`config.mk`:
```
export PLATFORM = sky130hd
export DESIGN_NAME = playfair_digraph_encrypt
export DESIGN_NICKNAME = d
export VERILOG_FILES = /design/src/rtl/core/pfe_pkg.sv /design/src/rtl/core/pfe_ctrl.sv /design/src/rtl/core/pfe_dp.sv /design/src/rtl/core/playfair_digraph_encrypt.sv
export SDC_FILE = /design/constraint.sdc
export NUM_CORES = 1
export LEC_CHECK = 0
export BUFFER_PORTS_ARGS = -buffer_cell sky130_fd_sc_hd__buf_2
export CAP_MARGIN = 20
export CORE_UTILIZATION = 42
export CTS_CLUSTER_SIZE = 12
export DETAILED_ROUTE_END_ITERATION = 8
export GPL_TIMING_DRIVEN = 0
export MAX_ROUTING_LAYER = met4
export PLACE_DENSITY_LB_ADDON = 0.1
export SYNTH_ARGS = -nofsm -noshare
export SYNTH_HDL_FRONTEND = slang
export SYNTH_SLANG_ARGS = --single-unit
```
`constraint.sdc`:
```
create_clock -name clk -period 15.5 [get_ports clk]
set_input_delay 0 -clock clk [delete_from_list [all_inputs] [get_ports clk]]
set_output_delay 0 -clock clk [all_outputs]
set_load 0.005 [all_outputs]
```
`src/rtl/core/pfe_pkg.sv`:
```
// ----------------------------------------------------------------------------
// Playfair encryptor package
// Shared types, codes and small helper functions for the Playfair digraph
// encryptor: channel payloads, controller commands and square arithmetic.
// ----------------------------------------------------------------------------
package pfe_pkg;

  // Command codes carried on the input channel.
  localparam logic [1:0] CMD_CLEAR = 2'd0;
  localparam logic [1:0] CMD_KEY   = 2'd1;
  localparam logic [1:0] CMD_PLAIN = 2'd2;
  localparam logic [1:0] CMD_END   = 2'd3;

  // Letter codes and square geometry.
  localparam logic [4:0] CODE_I   = 5'd8;
  localparam logic [4:0] CODE_J   = 5'd9;
  localparam logic [4:0] CODE_X   = 5'd23;
  localparam int         LETTERS  = 26;
  localparam int         CELLS    = 25;
  localparam int         SIDE     = 5;
  localparam logic [4:0] LAST_LETTER = 5'(LETTERS - 1);
  localparam logic [4:0] CELL_COUNT  = 5'(CELLS);

  // Input transaction payload.
  typedef struct packed {
    logic [1:0] command;
    logic [4:0] letter;
  } pfe_in_t;

  // Result transaction payload.
  typedef struct packed {
    logic [4:0] cipher_letter;
    logic       last_of_pair;
  } pfe_out_t;

  // Commands from the controller to the datapath.
  typedef struct packed {
    logic latch;
    logic clear;
    logic place_key;
    logic sweep_start;
    logic sweep_place;
    logic set_complete;
    logic set_pending;
    logic look_a;
    logic look_b;
    logic calc;
    logic sq_a;
    logic sq_b;
    logic load_first;
    logic load_second;
  } pfe_cmd_t;

  // Status from the datapath to the controller.
  typedef struct packed {
    logic [1:0] command;
    logic       letter_ok;
    logic       complete;
    logic       pend_valid;
    logic       sweep_last;
    logic       out_free;
  } pfe_sts_t;

  // Row of a square position (0 to 24), found by comparison.
  function automatic logic [2:0] pos_row(input logic [4:0] p);
    logic [2:0] r;
    if (p >= 5'd20) begin
      r = 3'd4;
    end else if (p >= 5'd15) begin
      r = 3'd3;
    end else if (p >= 5'd10) begin
      r = 3'd2;
    end else if (p >= 5'd5) begin
      r = 3'd1;
    end else begin
      r = 3'd0;
    end
    return r;
  endfunction

  // Column of a square position: the position less five times its row.
  function automatic logic [2:0] pos_col(input logic [4:0] p);
    logic [2:0] r;
    logic [4:0] base;
    r    = pos_row(p);
    base = ({2'b00, r} << 2) + {2'b00, r};
    return 3'(p - base);
  endfunction

  // Row and column back to a square position.
  function automatic logic [4:0] cell_index(input logic [2:0] r, input logic [2:0] c);
    return ({2'b00, r} << 2) + {2'b00, r} + {2'b00, c};
  endfunction

  // Cyclic step along a row or a column.
  function automatic logic [2:0] step_wrap(input logic [2:0] v);
    return (v == 3'(SIDE - 1)) ? 3'd0 : v + 3'd1;
  endfunction

endpackage

```
`src/rtl/core/pfe_ctrl.sv`:
```
// ----------------------------------------------------------------------------
// Playfair encryptor controller
// State machine that sequences key loading, square completion, table lookups
// and the two result letters of each pair.
// ----------------------------------------------------------------------------
module pfe_ctrl
  import pfe_pkg::*;
(
  input  logic     clk,
  input  logic     rst_n,
  input  logic     in_valid,
  output logic     in_stall,
  input  pfe_sts_t sts,
  output pfe_cmd_t cmd
);

  localparam logic [3:0] ST_IDLE   = 4'd0;
  localparam logic [3:0] ST_DECODE = 4'd1;
  localparam logic [3:0] ST_FILL   = 4'd2;
  localparam logic [3:0] ST_PAIR   = 4'd3;
  localparam logic [3:0] ST_LOOKA  = 4'd4;
  localparam logic [3:0] ST_LOOKB  = 4'd5;
  localparam logic [3:0] ST_CALC   = 4'd6;
  localparam logic [3:0] ST_SQA    = 4'd7;
  localparam logic [3:0] ST_EMA    = 4'd8;
  localparam logic [3:0] ST_SQB    = 4'd9;
  localparam logic [3:0] ST_EMB    = 4'd10;

  logic [3:0] state_r;
  logic [3:0] state_nxt;

  // Only the idle state takes a new transaction.
  assign in_stall = (state_r != ST_IDLE);

  // Next state and datapath commands.
  always_comb begin
    state_nxt = state_r;
    cmd       = '0;
    unique case (state_r)
      ST_IDLE: begin
        cmd.latch = in_valid;
        if (in_valid) begin
          state_nxt = ST_DECODE;
        end
      end
      ST_DECODE: begin
        unique case (sts.command)
          CMD_CLEAR: begin
            cmd.clear = 1'b1;
            state_nxt = ST_IDLE;
          end
          CMD_KEY: begin
            cmd.place_key = sts.letter_ok && !sts.complete;
            state_nxt     = ST_IDLE;
          end
          CMD_PLAIN: begin
            if (!sts.letter_ok) begin
              state_nxt = ST_IDLE;
            end else if (!sts.complete) begin
              cmd.sweep_start = 1'b1;
              state_nxt       = ST_FILL;
            end else begin
              state_nxt = ST_PAIR;
            end
          end
          CMD_END: begin
            state_nxt = sts.pend_valid ? ST_LOOKA : ST_IDLE;
          end
          default: begin
            state_nxt = ST_IDLE;
          end
        endcase
      end
      ST_FILL: begin
        cmd.sweep_place = 1'b1;
        if (sts.sweep_last) begin
          cmd.set_complete = 1'b1;
          state_nxt        = ST_PAIR;
        end
      end
      ST_PAIR: begin
        if (!sts.pend_valid) begin
          cmd.set_pending = 1'b1;
          state_nxt       = ST_IDLE;
        end else begin
          state_nxt = ST_LOOKA;
        end
      end
      ST_LOOKA: begin
        cmd.look_a = 1'b1;
        state_nxt  = ST_LOOKB;
      end
      ST_LOOKB: begin
        cmd.look_b = 1'b1;
        state_nxt  = ST_CALC;
      end
      ST_CALC: begin
        cmd.calc  = 1'b1;
        state_nxt = ST_SQA;
      end
      ST_SQA: begin
        cmd.sq_a  = 1'b1;
        state_nxt = ST_EMA;
      end
      ST_EMA: begin
        if (sts.out_free) begin
          cmd.load_first = 1'b1;
          state_nxt      = ST_SQB;
        end
      end
      ST_SQB: begin
        cmd.sq_b  = 1'b1;
        state_nxt = ST_EMB;
      end
      ST_EMB: begin
        if (sts.out_free) begin
          cmd.load_second = 1'b1;
          state_nxt       = ST_IDLE;
        end
      end
      default: begin
        state_nxt = ST_IDLE;
      end
    endcase
  end

  // State register.
  always_ff @(posedge clk) begin
    if (!rst_n) begin
      state_r <= ST_IDLE;
    end else begin
      state_r <= state_nxt;
    end
  end

endmodule

```
`src/rtl/core/pfe_dp.sv`:
```
// ----------------------------------------------------------------------------
// Playfair encryptor datapath
// Holds the transaction, the square and its position table, the pending
// letter, the pair arithmetic and the result register.
// ----------------------------------------------------------------------------
module pfe_dp
  import pfe_pkg::*;
(
  input  logic     clk,
  input  logic     rst_n,
  input  pfe_in_t  in_data,
  output logic     out_valid,
  input  logic     out_stall,
  output pfe_out_t out_data,
  input  pfe_cmd_t cmd,
  output pfe_sts_t sts
);

  // Square contents and the position of each letter in it.
  logic [4:0] sq_mem  [CELLS];
  logic [4:0] pos_mem [LETTERS];

  logic [1:0]       cmd_r;
  logic [4:0]       letter_r;
  logic [LETTERS-1:0] used_r;
  logic [4:0]       kc_r;
  logic             complete_r;
  logic [4:0]       pend_letter_r;
  logic             pend_valid_r;
  logic [4:0]       sweep_r;
  logic [4:0]       pos_rd_r;
  logic [4:0]       pa_r;
  logic [4:0]       ia_r;
  logic [4:0]       ib_r;
  logic [4:0]       sq_rd_r;
  logic             out_valid_r;
  pfe_out_t         out_data_r;

  logic [4:0] folded;
  logic [4:0] b_letter;
  logic [4:0] place_c;
  logic       place_ok;
  logic       place_en;
  logic [4:0] pos_addr;
  logic [2:0] ra, ca, rb, cb;
  logic [2:0] ra_n, ca_n, rb_n, cb_n;

  // J is always folded onto I.
  assign folded = (in_data.letter == CODE_J) ? CODE_I : in_data.letter;

  // Second letter of the pair: X at end of message or for a doubled letter.
  assign b_letter = ((cmd_r == CMD_END) || (letter_r == pend_letter_r)) ? CODE_X : letter_r;

  // Placement of one letter, from a key transaction or the completion sweep.
  assign place_c  = cmd.sweep_place ? sweep_r : letter_r;
  assign place_ok = (place_c != CODE_J) && (place_c <= LAST_LETTER) &&
                    (kc_r < CELL_COUNT) && !used_r[place_c];
  assign place_en = (cmd.place_key || cmd.sweep_place) && place_ok;

  // Pair rules on the two looked-up positions.
  always_comb begin
    ra   = pos_row(pa_r);
    ca   = pos_col(pa_r);
    rb   = pos_row(pos_rd_r);
    cb   = pos_col(pos_rd_r);
    ra_n = ra;
    ca_n = ca;
    rb_n = rb;
    cb_n = cb;
    if (ra != rb && ca != cb) begin
      ca_n = cb;
      cb_n = ca;
    end else if (ra == rb && ca != cb) begin
      ca_n = step_wrap(ca);
      cb_n = step_wrap(cb);
    end else if (ra != rb && ca == cb) begin
      ra_n = step_wrap(ra);
      rb_n = step_wrap(rb);
    end
  end

  assign pos_addr = cmd.look_a ? pend_letter_r : b_letter;

  // Square and position table writes.
  always_ff @(posedge clk) begin
    if (place_en) begin
      sq_mem[kc_r]     <= place_c;
      pos_mem[place_c] <= kc_r;
    end
  end

  // Registered table reads.
  always_ff @(posedge clk) begin
    if (cmd.look_a || cmd.look_b) begin
      pos_rd_r <= pos_mem[pos_addr];
    end
    if (cmd.sq_a || cmd.sq_b) begin
      sq_rd_r <= sq_mem[cmd.sq_a ? ia_r : ib_r];
    end
  end

  // Transaction capture and pair arithmetic registers.
  always_ff @(posedge clk) begin
    if (cmd.latch) begin
      cmd_r    <= in_data.command;
      letter_r <= folded;
    end
    if (cmd.look_b) begin
      pa_r <= pos_rd_r;
    end
    if (cmd.calc) begin
      ia_r <= cell_index(ra_n, ca_n);
      ib_r <= cell_index(rb_n, cb_n);
    end
    if (cmd.set_pending) begin
      pend_letter_r <= letter_r;
    end
    if (cmd.sweep_start) begin
      sweep_r <= '0;
    end else if (cmd.sweep_place) begin
      sweep_r <= sweep_r + 5'd1;
    end
  end

  // Square bookkeeping and pending flag.
  always_ff @(posedge clk) begin
    if (!rst_n) begin
      used_r       <= '0;
      kc_r         <= '0;
      complete_r   <= 1'b0;
      pend_valid_r <= 1'b0;
    end else if (cmd.clear) begin
      used_r       <= '0;
      kc_r         <= '0;
      complete_r   <= 1'b0;
      pend_valid_r <= 1'b0;
    end else begin
      if (place_en) begin
        used_r[place_c] <= 1'b1;
        kc_r            <= kc_r + 5'd1;
      end
      if (cmd.set_complete) begin
        complete_r <= 1'b1;
      end
      if (cmd.set_pending) begin
        pend_valid_r <= 1'b1;
      end else if (cmd.look_a) begin
        pend_valid_r <= 1'b0;
      end
    end
  end

  // Result register.
  always_ff @(posedge clk) begin
    if (!rst_n) begin
      out_valid_r <= 1'b0;
    end else if (cmd.load_first || cmd.load_second) begin
      out_valid_r <= 1'b1;
    end else if (!out_stall) begin
      out_valid_r <= 1'b0;
    end
  end

  always_ff @(posedge clk) begin
    if (cmd.load_first || cmd.load_second) begin
      out_data_r.cipher_letter <= sq_rd_r;
      out_data_r.last_of_pair  <= cmd.load_second;
    end
  end

  assign out_valid = out_valid_r;
  assign out_data  = out_data_r;

  // Status towards the controller.
  assign sts.command    = cmd_r;
  assign sts.letter_ok  = (letter_r <= LAST_LETTER);
  assign sts.complete   = complete_r;
  assign sts.pend_valid = pend_valid_r;
  assign sts.sweep_last = (sweep_r == LAST_LETTER);
  assign sts.out_free   = !out_valid_r || !out_stall;

endmodule

```
`src/rtl/core/playfair_digraph_encrypt.sv`:
```
// ----------------------------------------------------------------------------
// Playfair digraph encryptor
// Builds a 5x5 key square from key letters and encrypts plaintext letters
// pair by pair, giving two cipher letters for each pair.
// ----------------------------------------------------------------------------
//
//   Channel   Direction  Handshake          Payload
//   in_       input      in_valid/in_stall  command, letter
//   out_      output     out_valid/out_stall cipher_letter, last_of_pair
//
// A clear, a key letter or an ignored letter passes only the decode state, and
// the first letter of a pair also the pair state. The letter that closes a pair,
// or an end of message with an open pair, goes on through two position lookups,
// the pair arithmetic and two square reads, as each lookup goes through one read
// port of the position table and then of the square. The first plaintext letter
// after the key also runs the sweep that completes the square.
// Reset is synchronous and active low; the tables need no clearing pass.
// A stall on the result side holds the controller before each letter load.
// ----------------------------------------------------------------------------
module playfair_digraph_encrypt
  import pfe_pkg::*;
(
  input  logic     clk,
  input  logic     rst_n,
  input  logic     in_valid,
  output logic     in_stall,
  input  pfe_in_t  in_data,
  output logic     out_valid,
  input  logic     out_stall,
  output pfe_out_t out_data
);

  pfe_cmd_t cmd;
  pfe_sts_t sts;

  // Sequencer.
  pfe_ctrl u_ctrl (
    .clk      (clk),
    .rst_n    (rst_n),
    .in_valid (in_valid),
    .in_stall (in_stall),
    .sts      (sts),
    .cmd      (cmd)
  );

  // Tables, arithmetic and result register.
  pfe_dp u_dp (
    .clk       (clk),
    .rst_n     (rst_n),
    .in_data   (in_data),
    .out_valid (out_valid),
    .out_stall (out_stall),
    .out_data  (out_data),
    .cmd       (cmd),
    .sts       (sts)
  );

`ifndef ASSERT_OFF
  // A lookup starts only on a complete square with an open pair.
  a_lookup_ready: assert property (@(posedge clk) disable iff (!rst_n)
    cmd.look_a |-> (sts.complete && sts.pend_valid))
    else $error("pair lookup started without a complete square or open pair");

  // A result letter is loaded only when the result register can take it.
  a_load_free: assert property (@(posedge clk) disable iff (!rst_n)
    (cmd.load_first || cmd.load_second) |-> sts.out_free)
    else $error("result register overwritten");

  // While the first letter of a pair waits, no new transaction is taken.
  a_pair_busy: assert property (@(posedge clk) disable iff (!rst_n)
    (out_valid && !out_data.last_of_pair) |-> in_stall)
    else $error("input taken in the middle of a pair");

  // At most one table write or result load per cycle.
  a_one_action: assert property (@(posedge clk) disable iff (!rst_n)
    $onehot0({cmd.place_key, cmd.sweep_place, cmd.load_first, cmd.load_second}))
    else $error("conflicting datapath commands");
`endif

endmodule
```
==> out/metrics.csv <==
metric,value,unit
status,completed,
vias per inst,5.74,
fmax,174,MHz
Post-synth ARST share,0,%
WS Path Type,reg2reg,
Crit. End Element,flip-flop,
Max stage delay on crit path,0.62,ns
fin crit share,37.1,%
P per Cell Area,122,nW/µm²
RSZ-0062 raised after global routing,no,
crit path launch,u_dp.pos_rd_r[1],
clk_lat worst skew,0.57,ns
I/O Pins,19,
first-pass GRT wire length,58100,µm
Port Buf Inserts,18,
clock skew,0.0280,ns
Slew HR,30.6,%
post-synthesis sequential area ratio,63.3,%
Syn Inst Count,1178,
hold path depth,2,
die width,194,µm
clk sinks,341,
Final #Nets,1307,
Syn Area/Cell,13.2,µm²
number of global-route vias before repair,9848,
Die Area,37700,µm²
gr ovfl total,0,
CP top delay family,adder cells,
DP Wirelength,26100,µm
"count leader, synth",edfxtp_1,
core area,36400,µm²
warnings from Yosys,0,
htree depth,2,
final-report hold violation count,0,
area share of the largest cell type after synthesis,57.7,%
root buf cell,clkbuf_16,
cell repeated most along the worst path,xnor2_1,
TritonCTS clock tree,done,
ranking of synthesized cells by area,"edfxtp_1 (58%), dfxtp_1 (5.6%), mux2i_1 (3.5%)",
largest net degree at the start of global routing,35,
Main synth FF type,edfxtp_1,
Multi-input gate area,5290,µm²
Post-CTS Setup Inserts,0,
cell taking the most area after synthesis,edfxtp_1,
worst reg2reg startpoint,u_dp.pos_rd_r[1],
drt drc,0,
setup TNS,0,ns
Hold Worst Slack,0.187,ns
Mapped Area,15500,µm²
GP Congestion,0.935,
WP buf/inv,1,
Tightest Hold Check Type,in2reg,
drt pass-1 iters,7,
Ant. Diodes,0,
Setup crit start kind,flip-flop,
max-slew violations,0,
Seq cells post-synth,341,
Crit path required time,15.79,ns
routed wire length,37400,µm
Max-Cap Viols,0,
Resize count post-CTS,0,
VDD IR max,0.0780,mV
Final Util,48.5,%
hold wc startpoint,in_data[5],
CTS Hold Bufs,11,
Reg area,9810,µm²
crit-path max FO,9,
Leak,0.00616,µW
"Clk pin slew, worst setup/hold paths",0.06,ns
number of synthesized flops with an enable pin,298,
actual slew at the worst max-slew pin,1.03,ns
share of post-route cells with drive strength above 1,11.2,%
"top cells by count, synth","edfxtp_1 (298), nand2_1 (117), nor2_1 (71), mux2i_1 (54), o22ai_1 (52)",
critical path arrival,6.04,ns
drt wl/cell,21.3,µm
Post-DRT Antenna Nets,0,
Vias,10100,
critical path depth,18,
count of final setup violators,0,
CP cell instances,maj3_1 -> a221oi_1 -> nor2b_1 -> ha_1 -> inv_1 -> ha_1 -> nor2_1 -> fa_1 -> xnor2_1 -> xnor2_1 -> xnor2_1 -> nand3_1 -> o21ai_0 -> fa_1 -> ha_1 -> a21o_1 -> a21oi_1 -> xnor2_1,
Worst path slowest cell,a221oi_1,
gr usage total,20.8,%
number of antenna violations at the first check in global routing,1,
1st-iter DRT viols,774,
CTS buffer count,38,
DIE HEIGHT,194,µm
P&R area growth vs syn,13.8,%
filler cell count,3242,
row cnt,70,
clk buf depth,3,
distinct cell type count after synthesis,82,
min Tclk post-route,5.75,ns
Initial Util,42.6,%
Worst Reg-to-Reg Cells,18,
cell families (layout without fill, tap and decap cells):
family          after synthesis  count (layout)  synth area share (%)
buf+inv                      97             203                  2.75
other cells                   1               5                0.0242
fa+ha+maj                    35              35                  3.10
simple gates                303             303                  9.67
flops                       341             341                  63.3
xor+xnor                     26              26                  1.47
compound gates              302             302                  13.9
mux                          73              73                  5.84
routing by layer:
metal	global-route usage, %	vias up	wire length (µm)
met5	-	-	0
met4	6.50	0	783
met3	2.78	60	1780
met2	33.5	271	17800
met1	27.6	5003	17000
li1	-	4754	-
cell usage in the layout (no fill, tap or decap), types with 26 or more instances in the layout:
| master | n |
|---|---|
| mux2i_1 | 54 |
| o21ai_0 | 41 |
| clkbuf_1 | 57 |
| nand2_1 | 117 |
| inv_1 | 28 |
| ha_1 | 28 |
| dfxtp_1 | 42 |
| nor2_1 | 71 |
| edfxtp_1 | 298 |
| buf_2 | 26 |
| o221ai_1 | 30 |
| a21oi_1 | 36 |
| o22ai_1 | 52 |
| clkbuf_16 | 39 |
stage by stage:
stage                     total power [µW]  instances  cell area (µm²)  setup WS [ns]
final                                 2150       1756            17700           9.75
after global routing                  2230       1756            17700           9.29
after CTS                             2170       1753            17600           9.70
after detailed placement              1320       1676            16300           9.70
after global placement                1310       1668            16200           9.77
after floorplan                       1230       1182            15500          10.40
registers in the layout, summed over array words and instances, names as in the netlist:
name and count:
u_dp.sq_mem 125, u_dp.pend_letter_r 5, u_dp.kc_r 5, u_dp.used_r 26, u_dp.letter_r 5, u_dp.ia_r 5, u_dp.sq_rd_r 5, u_dp.out_valid 1
u_dp.out_data 6, u_dp.pend_valid_r 1, u_dp.complete_r 1, u_dp.pa_r 5, u_dp.ib_r 5, u_dp.pos_mem 130, u_ctrl.state_r 4, u_dp.cmd_r 2
u_dp.sweep_r 5, u_dp.pos_rd_r 5
where the power goes:
group / total (µW) / switching, µW / internal, µW / leakage [µW]
Clock: 846 / 365 / 481 / 0.000566
Sequential: 1050 / 22.3 / 1030 / 0.00308
Combinational: 251 / 166 / 84.3 / 0.00252
Total: 2150 / 553 / 1600 / 0.00616
path summary, 6_finish.rpt:
check,end,slack (ns)
setup reg to reg,u_dp.ia_r[4],9.75
hold / removal,u_dp.cmd_r[0],0.19
setup / recovery,u_dp.ia_r[4],9.75
hold reg to reg,u_dp.out_data[3],0.42
layout make-up:
cell class | instances | share of cell area [%]
inverters | 31 | 0.673
multi-input cells | 744 | 30.0
repair buffers | 40 | 2.07
flip-flops and latches | 341 | 55.6
clock inverters | 14 | 0.680
plain buffers | 66 | 1.74
well taps | 468 | 3.32
clock buffers | 52 | 5.97
No activity file was read; power rests on OpenSTA's default activity.
